**config.mk**
```make
export PLATFORM = sky130hd
export DESIGN_NAME = sliding_window_maximum
export DESIGN_NICKNAME = d
export VERILOG_FILES = /design/src/hdl/swm_pkg.sv /design/src/hdl/swm_ctrl.sv /design/src/hdl/swm_dpath.sv /design/src/hdl/sliding_window_maximum.sv
export VERILOG_INCLUDE_DIRS = /design/src /design/src/hdl
export SDC_FILE = /design/constraint.sdc
export NUM_CORES = 2
export LEC_CHECK = 0
export BUFFER_PORTS_ARGS = -buffer_cell sky130_fd_sc_hd__buf_2
export CORE_MARGIN = 1
export CORE_UTILIZATION = 30
export DETAILED_ROUTE_END_ITERATION = 8
export SLEW_MARGIN = 20
export SYNTH_ARGS = -nofsm -noshare
export SYNTH_HDL_FRONTEND = slang
export SYNTH_SLANG_ARGS = --single-unit
```
**constraint.sdc**
```tcl
create_clock -name clk -period 8.3 [get_ports clk]
set_input_delay 1.66 -clock clk [delete_from_list [all_inputs] [get_ports clk]]
set_output_delay 1.66 -clock clk [all_outputs]
set_load 0.02 [all_outputs]
```
**src/hdl/assert_macros.svh**
```systemverilog
// shared assertion macros
`ifndef ASSERT_MACROS_SVH
`define ASSERT_MACROS_SVH

// same-cycle implication
`define SWM_ASSERT_IMP(lbl, clk, rst_n, ante, cons) \
	lbl: assert property (@(posedge clk) disable iff (!rst_n) (ante) |-> (cons)) \
	else $error("assertion failed");

// next-cycle implication
`define SWM_ASSERT_NXT(lbl, clk, rst_n, ante, cons) \
	lbl: assert property (@(posedge clk) disable iff (!rst_n) (ante) |=> (cons)) \
	else $error("assertion failed");

`endif

```
**src/hdl/swm_pkg.sv**
```systemverilog
`default_nettype none

package swm_pkg;

	// commands from controller to datapath
	typedef struct packed {
		logic accept;
		logic rd_retire;
		logic retire;
		logic rd_tail;
		logic pop;
		logic append;
		logic rd_head;
		logic load_out;
	} swm_cmd_t;

	// status from datapath to controller
	typedef struct packed {
		logic q_empty;
		logic q_one;
		logic tail_less;
		logic win_full;
		logic out_free;
	} swm_sts_t;

endpackage

`default_nettype wire

```
**src/hdl/swm_ctrl.sv**
```systemverilog
`default_nettype none
`include "assert_macros.svh"

module swm_ctrl (
	input  wire logic             clk,
	input  wire logic             arst_n,
	input  wire logic             in_valid,
	output logic                  in_ready,
	input  wire swm_pkg::swm_sts_t sts,
	output swm_pkg::swm_cmd_t     cmd
);
	import swm_pkg::*;

	localparam logic [2:0] S_IDLE = 3'd0;
	localparam logic [2:0] S_RD   = 3'd1;
	localparam logic [2:0] S_CMP  = 3'd2;
	localparam logic [2:0] S_POP  = 3'd3;
	localparam logic [2:0] S_APP  = 3'd4;
	localparam logic [2:0] S_HRD  = 3'd5;
	localparam logic [2:0] S_EMIT = 3'd6;

	logic [2:0] state_q;
	logic [2:0] state_d;

	always_comb begin
		state_d  = state_q;
		cmd      = '0;
		in_ready = 1'b0;
		case (state_q)
			S_IDLE: begin
				in_ready = 1'b1;
				if (in_valid) begin
					cmd.accept = 1'b1;
					state_d    = S_RD;
				end
			end
			S_RD: begin
				cmd.rd_retire = 1'b1;
				state_d       = S_CMP;
			end
			S_CMP: begin
				// tail address is unaffected by a head drop
				cmd.retire  = 1'b1;
				cmd.rd_tail = 1'b1;
				state_d     = S_POP;
			end
			S_POP: begin
				if (sts.q_empty) begin
					state_d = S_APP;
				end else if (sts.tail_less) begin
					cmd.pop     = 1'b1;
					cmd.rd_tail = 1'b1;
					if (sts.q_one) begin
						state_d = S_APP;
					end
				end else begin
					state_d = S_APP;
				end
			end
			S_APP: begin
				cmd.append = 1'b1;
				state_d    = S_HRD;
			end
			S_HRD: begin
				cmd.rd_head = 1'b1;
				state_d     = S_EMIT;
			end
			S_EMIT: begin
				if (!sts.win_full) begin
					state_d = S_IDLE;
				end else if (sts.out_free) begin
					cmd.load_out = 1'b1;
					state_d      = S_IDLE;
				end
			end
			default: begin
				state_d = S_IDLE;
			end
		endcase
	end

	always_ff @(posedge clk or negedge arst_n) begin
		if (!arst_n) begin
			state_q <= S_IDLE;
		end else begin
			state_q <= state_d;
		end
	end

	`SWM_ASSERT_NXT(a_accept_to_rd, clk, arst_n, cmd.accept, state_q == S_RD)
	`SWM_ASSERT_IMP(a_pop_nonempty, clk, arst_n, cmd.pop, !sts.q_empty)
	`SWM_ASSERT_IMP(a_state_legal, clk, arst_n, 1'b1, state_q <= S_EMIT)

endmodule

`default_nettype wire

```
**src/hdl/swm_dpath.sv**
```systemverilog
`default_nettype none
`include "assert_macros.svh"

module swm_dpath #(
	parameter int WINDOW_MAX   = 64,
	parameter int SAMPLE_WIDTH = 32,
	parameter int AW           = (WINDOW_MAX > 1) ? $clog2(WINDOW_MAX) : 1,
	parameter int CW           = $clog2(WINDOW_MAX + 1)
) (
	input  wire logic                     clk,
	input  wire logic                     arst_n,
	input  wire swm_pkg::swm_cmd_t        cmd,
	output swm_pkg::swm_sts_t             sts,
	input  wire logic                     cfg_wen,
	input  wire logic [CW-1:0]            cfg_wdata,
	input  wire logic signed [SAMPLE_WIDTH-1:0] sample,
	input  wire logic                     first,
	input  wire logic                     out_ready,
	output logic                          out_valid,
	output logic signed [SAMPLE_WIDTH-1:0] window_max
);
	import swm_pkg::*;

	localparam logic [AW:0]   WM_A = (AW + 1)'(WINDOW_MAX);
	localparam logic [CW-1:0] WM_C = CW'(WINDOW_MAX);

	function automatic logic [AW-1:0] qwrap(input logic [AW-1:0] a, input logic [AW-1:0] b);
		logic [AW:0] s;
		s = {1'b0, a} + {1'b0, b};
		if (s >= WM_A) begin
			s = s - WM_A;
		end
		return s[AW-1:0];
	endfunction

	logic [CW-1:0] ws_q;
	logic [CW-1:0] qc_q;
	logic [CW-1:0] seen_q;
	logic [AW-1:0] hp_q;
	logic [AW-1:0] wp_q;
	logic          out_valid_q;

	logic [SAMPLE_WIDTH-1:0] samp_q;
	logic [SAMPLE_WIDTH-1:0] out_data_q;
	logic [SAMPLE_WIDTH-1:0] hist_rd_q;
	logic [SAMPLE_WIDTH-1:0] qa_rd_q;
	logic [SAMPLE_WIDTH-1:0] qb_rd_q;

	logic [SAMPLE_WIDTH-1:0] hist_mem [WINDOW_MAX];
	logic [SAMPLE_WIDTH-1:0] queue_mem [WINDOW_MAX];

	logic [CW-1:0] ws_eff;
	logic [CW-1:0] back_off;
	logic [CW-1:0] tail_off;
	logic [AW-1:0] slot;
	logic [AW-1:0] tail_addr;
	logic [AW-1:0] wr_addr;
	logic [AW-1:0] hp_inc;
	logic [AW-1:0] wp_inc;
	logic          win_full;
	logic          q_full;
	logic          retire_hit;

	always_comb begin
		if (ws_q == '0) begin
			ws_eff = CW'(1);
		end else if (ws_q > WM_C) begin
			ws_eff = WM_C;
		end else begin
			ws_eff = ws_q;
		end
	end

	assign back_off   = WM_C - ws_eff;
	assign slot       = qwrap(wp_q, back_off[AW-1:0]);
	// after a pop the next tail sits one entry further in
	assign tail_off   = qc_q - CW'(1) - CW'(cmd.pop);
	assign tail_addr  = qwrap(hp_q, tail_off[AW-1:0]);
	assign q_full     = (qc_q == WM_C);
	assign wr_addr    = q_full ? hp_q : qwrap(hp_q, qc_q[AW-1:0]);
	assign hp_inc     = qwrap(hp_q, AW'(1));
	assign wp_inc     = qwrap(wp_q, AW'(1));
	assign win_full   = (seen_q >= ws_eff);
	assign retire_hit = win_full && (qc_q != '0) && (qa_rd_q == hist_rd_q);

	assign sts.q_empty   = (qc_q == '0);
	assign sts.q_one     = (qc_q == CW'(1));
	assign sts.tail_less = ($signed(qb_rd_q) < $signed(samp_q));
	assign sts.win_full  = win_full;
	assign sts.out_free  = !out_valid_q || out_ready;

	always_ff @(posedge clk) begin
		if (cmd.append) begin
			hist_mem[wp_q] <= samp_q;
		end
		if (cmd.rd_retire) begin
			hist_rd_q <= hist_mem[slot];
		end
	end

	always_ff @(posedge clk) begin
		if (cmd.append) begin
			queue_mem[wr_addr] <= samp_q;
		end
		if (cmd.rd_retire || cmd.rd_head) begin
			qa_rd_q <= queue_mem[hp_q];
		end
		if (cmd.rd_tail) begin
			qb_rd_q <= queue_mem[tail_addr];
		end
	end

	always_ff @(posedge clk) begin
		if (cmd.accept) begin
			samp_q <= sample;
		end
		if (cmd.load_out) begin
			out_data_q <= qa_rd_q;
		end
	end

	always_ff @(posedge clk or negedge arst_n) begin
		if (!arst_n) begin
			ws_q        <= CW'(1);
			qc_q        <= '0;
			seen_q      <= '0;
			hp_q        <= '0;
			wp_q        <= '0;
			out_valid_q <= 1'b0;
		end else begin
			if (cfg_wen) begin
				ws_q   <= cfg_wdata;
				qc_q   <= '0;
				seen_q <= '0;
				wp_q   <= '0;
			end
			if (cmd.accept && first) begin
				qc_q   <= '0;
				seen_q <= '0;
				wp_q   <= '0;
			end
			if (cmd.retire && retire_hit) begin
				hp_q <= hp_inc;
				qc_q <= qc_q - CW'(1);
			end
			if (cmd.pop) begin
				qc_q <= qc_q - CW'(1);
			end
			if (cmd.append) begin
				// a full queue drops its head to make room
				if (q_full) begin
					hp_q <= hp_inc;
				end else begin
					qc_q <= qc_q + CW'(1);
				end
				wp_q <= wp_inc;
				if (seen_q < ws_eff) begin
					seen_q <= seen_q + CW'(1);
				end
			end
			if (cmd.load_out) begin
				out_valid_q <= 1'b1;
			end else if (out_ready) begin
				out_valid_q <= 1'b0;
			end
		end
	end

	assign out_valid  = out_valid_q;
	assign window_max = $signed(out_data_q);

	`SWM_ASSERT_IMP(a_qc_bound, clk, arst_n, 1'b1, qc_q <= WM_C)
	`SWM_ASSERT_IMP(a_seen_bound, clk, arst_n, 1'b1, seen_q <= ws_eff)
	`SWM_ASSERT_IMP(a_load_free, clk, arst_n, cmd.load_out, !out_valid_q || out_ready)

endmodule

`default_nettype wire

```
**src/hdl/sliding_window_maximum.sv**
```systemverilog
// a beat steps from accept through history read, retire compare, tail evictions (the
// eviction loop reads one tail per cycle), append, head read and emit; throughput: one beat
// at a time; the next is taken once the result is registered or skipped (window not full)
// the result register lets a new beat in while the previous result waits for out_ready
// reset: arst_n clears the window (window_size = 1) and all counters; memories keep garbage
`default_nettype none

module sliding_window_maximum #(
	parameter int WINDOW_MAX   = 64,
	parameter int SAMPLE_WIDTH = 32
) (
	input  wire logic                                   clk,
	input  wire logic                                   arst_n,
	input  wire logic                                   cfg_wen,
	input  wire logic [$clog2(WINDOW_MAX + 1)-1:0]      cfg_wdata,
	input  wire logic                                   in_valid,
	output logic                                        in_ready,
	input  wire logic signed [SAMPLE_WIDTH-1:0]         sample,
	input  wire logic                                   first,
	output logic                                        out_valid,
	input  wire logic                                   out_ready,
	output logic signed [SAMPLE_WIDTH-1:0]              window_max
);
	import swm_pkg::*;

	swm_cmd_t cmd;
	swm_sts_t sts;

	swm_ctrl u_ctrl (
		.clk      (clk),
		.arst_n   (arst_n),
		.in_valid (in_valid),
		.in_ready (in_ready),
		.sts      (sts),
		.cmd      (cmd)
	);

	swm_dpath #(
		.WINDOW_MAX   (WINDOW_MAX),
		.SAMPLE_WIDTH (SAMPLE_WIDTH)
	) u_dpath (
		.clk        (clk),
		.arst_n     (arst_n),
		.cmd        (cmd),
		.sts        (sts),
		.cfg_wen    (cfg_wen),
		.cfg_wdata  (cfg_wdata),
		.sample     (sample),
		.first      (first),
		.out_ready  (out_ready),
		.out_valid  (out_valid),
		.window_max (window_max)
	);

endmodule

`default_nettype wire
```
==> metrics.md <==
| Metric | Value |
|---|---|
| Outcome | `completed` |
| Xor and xnor fraction of the mapped netlist area | `0.00319` |
| Number of storage elements in the synthesis netlist | `4293` |
| Aggregate global routing overflow | `0` |
| CTS HTree Levels | `5` |
| Fraction of registers with async set/reset | `0.00862` |
| Vias post-DR | `~90000` |
| Postcts setup bufs | `0` |
| Post-synthesis adder-cell area fraction | `0.00470` |
| Buffer levels on the longest clock path | `4` |
| Number of max-capacitance violations reported | `0` |
| Fraction of final layout cells with drive strength greater than 1 | `0.385` |
| Worst Max-Slew Pin Slew | `1.16 ns` |
| Highest clock frequency the design can meet | `124 MHz` |
| Final setup violation count | `0` |
| Reg-to-Reg End | `u_dpath.qb_rd_q[15]` |
| Worst-case reg-to-reg path depth | `21` |
| Minimum clock period after layout | `just over 8 ns` |
| Overall track demand over capacity in global routing | `0.174` |
| Critical path launch point type | `register` |
| Global-route wire length before repair | `~740 mm` |
| Post-CTS Hold Fix Bufs | `0` |
| Post-synthesis cell type count | `58` |
| Endpoint, Worst Hold | `u_dpath.window_max[5]` |
| Pin count of the biggest net entering global routing | `129` |
| Hold Crit Depth | `0` |
| Gpl congestion | `about 0.84` |
| Wire length reported by the detailed router | `~540 mm` |
| Data arrival time of the critical path | `8.64 ns` |
| HP Start | `u_dpath.qa_rd_q[5]` |
| Register area share after synthesis | `0.713` |
| Post-route fraction of the period consumed by the critical path | `0.969` |
| Leakage Power | `~62 nW` |
| Flop-to-flop setup slack | `between 0.2 and 0.3 ns` |
| Critical path origin | `u_dpath.samp_q[8]` |
| Final total negative setup slack | `0 ns` |
| Synthesized instance count | `7572` |
| Horizontal extent of the die | `between 700 and 800 um` |
| Category of the worst setup path capture point | `register` |
| Via-per-instance ratio | `5.51` |
| Library cell used as clock root buffer | `clkbuf_16` |
| Area grow syn2layout | `14.4%` |
| Fill cell instance count of the final layout | `around 54000` |
| Unrepaired setup endpoints after global routing | `no` |
| Post-Syn Area | `0.181 mm2` |
| Areal power density over the cells | `358 mW/mm2` |
| Initial Utilization | `0.302` |
| Post-layout nets | `roughly 8100` |
| Max VDD drop | `0.517 mV` |
| HPWL Detailed | `306 mm` |
| Std-Cell Core Area | `0.599 mm2` |
| Top library cells by usage in the layout, fill and taps aside | `edfxtp_1 (4256), mux4_2 (1952), clkbuf_16 (416), buf_4 (322), mux2i_1 (132)` |
| Simple-gate share of the synthesized area | `0.00938` |
| Data required time of the critical path | `8.89 ns` |
| Final antenna-violating net count | `0` |
| Hold Vio Cnt, Final | `0` |
| Clock tree from TritonCTS | `done` |
| Top-area cell type share of the netlist area | `0.708` |
| Worst max-slew margin expressed relative to the limit | `0.226` |
| Die Outline Area | `a little over 0.6 mm2` |
| Number of global-route vias before repair | `between 90000 and 100k` |
| Top post-synthesis cells by area | `edfxtp_1 (71%), mux4_2 (24%), mux2i_1 (0.73%)` |
| Dominant combinational cell family by area after synthesis | `multiplexers` |
| Startpoint of the worst-slack reg-to-reg timing path | `u_dpath.samp_q[8]` |
| Clock slew seen by the registers of the worst setup and hold paths | `0.07 ns` |
| Number of buffers inserted during clock tree synthesis | `407` |
| Footprint of the multi-input gates | `0.0505 mm2` |
| Total iterations of the first detailed-routing run | `5` |
| Average detailed-routed wire length per instance | `33.1 um` |
| Final hold slack | `0.495 ns` |
| Residual DRC count | `0` |
| Crit path kind | `register to register` |
| Final-report max-slew violation count | `0` |
| Flip-flop cell with the highest count after synthesis | `edfxtp_1` |
| Synthesized-area fraction occupied by ao, oa, aoi and oai cells | `0.00569` |
| Clock sink count | `4293` |
| Vertical die dimension | `just under 800 um` |
| Worst-path fanout max | `34` |
| Layout Skew | `between 0.06 and 0.07 ns` |
| Count of standard-cell rows | `~280` |
| Antenna violations before repair | `60` |
| Mux share of post-synthesis cell area | `0.251` |
| Post_cts resized | `0` |
| Most area-hungry cell type in the Yosys netlist | `edfxtp_1` |
| Synthesized area per cell | `23.9 um2` |
| Latest clock arrival within the worst-skew pair | `0.96 ns` |
| Count of flip-flops with a built-in enable after synthesis | `around 4300` |
| Syn. warnings | `0` |
| Combined flip-flop and latch cell area | `between 0.1 and 0.15 mm2` |
| Drt initial violations | `13200` |
| Input/output buffers | `78` |
| Class of the tightest hold or removal check | `register to register` |
| Commonest non-fill, non-tap cell in the layout | `edfxtp_1` |
| Number of nets in the synthesized netlist | `7683` |
| Number of I/O pins | `79` |
==> registers in the layout, summed over array words and instances (netlist names) <==
name / cells
u_dpath.hist_mem: 2048
u_dpath.queue_mem: 2048
u_dpath.hist_rd_q: 32
u_dpath.qa_rd_q: 32
u_dpath.qb_rd_q: 32
u_dpath.samp_q: 32
u_dpath.window_max: 32
u_dpath.qc_q: 7
u_dpath.seen_q: 7
u_dpath.ws_q: 7
u_dpath.hp_q: 6
u_dpath.wp_q: 6
u_ctrl.state_q: 3
u_dpath.out_valid: 1
==> Yosys cell counts, drive strengths merged, types with 2 or more instances <==
library cell and count:
a211o 2, and3 7, a21o 9, a211oi 36, ha 63, mux2 7
mux2i 132, dfrtp 36, nor3 73, xnor2 25, nor2b 39, o211ai 3
nand3 26, buf 224, or3 7, nand2 50, nand4 6, mux4 1952
edfxtp 4256, xor2 39, clkbuf 267, or3b 3, nor4 12, nand3b 4
o21ai 34, nand2b 7, a31oi 5, nor2 102, a21oi 65, o21bai 4
and2 4, inv 52, o31ai 4, fa 3, nor3b 2
==> kinds of logic (layout without fill, tap and decap cells) <==
group                    after synthesis  in the layout
AO/OA/AOI/OAI                        169            169
XOR/XNOR                              64             64
adder cells (fa/ha/maj)               66             66
buffers and inverters                544           1247
flip-flops                          4293           4293
multiplexers                        2091           2091
other                                  0             30
AND/OR/NAND/NOR                      345            345
==> routing by layer <==
| metal | GRT usage | vias to the layer above | part of all wire |
|---|---|---|---|
| met5 | 0 | - | 0.00015 |
| met4 | 0.0694 | 14 | 0.044 |
| met3 | 0.0360 | 875 | 0.094 |
| met2 | 0.283 | 5029 | 0.48 |
| met1 | 0.228 | 49800 | 0.38 |
| li1 | - | 34200 | - |
==> layout make-up <==
class / instances / share of cell area
clock inverters: 265 / 0.0124
inverters: 53 / 0.000963
repair buffers: 449 / 0.0184
clock buffers: 480 / 0.0516
diodes: 30 / 0.000363
well taps: 8008 / 0.0485
multi-input cells: 2735 / 0.245
flip-flops and latches: 4293 / 0.623
==> worst max-delay path: stages (launching register included) <==
cell,delay (ns)
edfxtp_1,0.33
buf_4,0.45
inv_1,0.34
ha_1,0.29
a21oi_1,0.46
o21ai_0,0.18
or3b_1,0.24
a31oi_1,0.15
or3_1,0.36
a21oi_1,0.58
buf_4,0.28
ha_1,0.14
inv_1,0.07
ha_4,0.17
fa_4,0.91
buf_12,0.29
buf_4,0.28
mux4_2,0.32
mux4_2,0.49
nor2b_1,0.14
a211oi_1,0.81
a21oi_1,0.31
==> power by group <==
part,switching (mW),internal [mW],leakage [nW]
clock,8.31,10.5,6.43
sequential,0.639,25.2,38.8
combinational,15.8,13.6,17.1
==> through the flow <==
stage | std cells | utilization | setup slack [ns] | power (mW) | instance area, um2
2_1_floorplan | 7572 | - | 1.70 | 45.4 | 181000
3_3_place_gp | 15500 | 0.323 | 0.292 | 55.3 | 193000
3_5_place_dp | 15500 | 0.323 | 0.477 | 55.7 | 193000
4_1_cts | 16300 | 0.345 | 0.419 | 74.3 | 206000
5_1_grt | 16300 | 0.345 | 0.375 | 76.4 | 207000
6_report | 16300 | 0.345 | 0.254 | 74.0 | 207000
==> how the worst max path moves through the flow <==
stage | end | cells past startpoint
after floorplan | u_dpath.qb_rd_q[19] | 20
after global placement | u_dpath.qb_rd_q[21] | 21
after detailed placement | u_dpath.qb_rd_q[4] | 21
after CTS | u_dpath.qb_rd_q[4] | 21
after global routing | u_dpath.qb_rd_q[15] | 22
final | u_dpath.qb_rd_q[15] | 21
No activity file was read; power rests on OpenSTA's default activity.
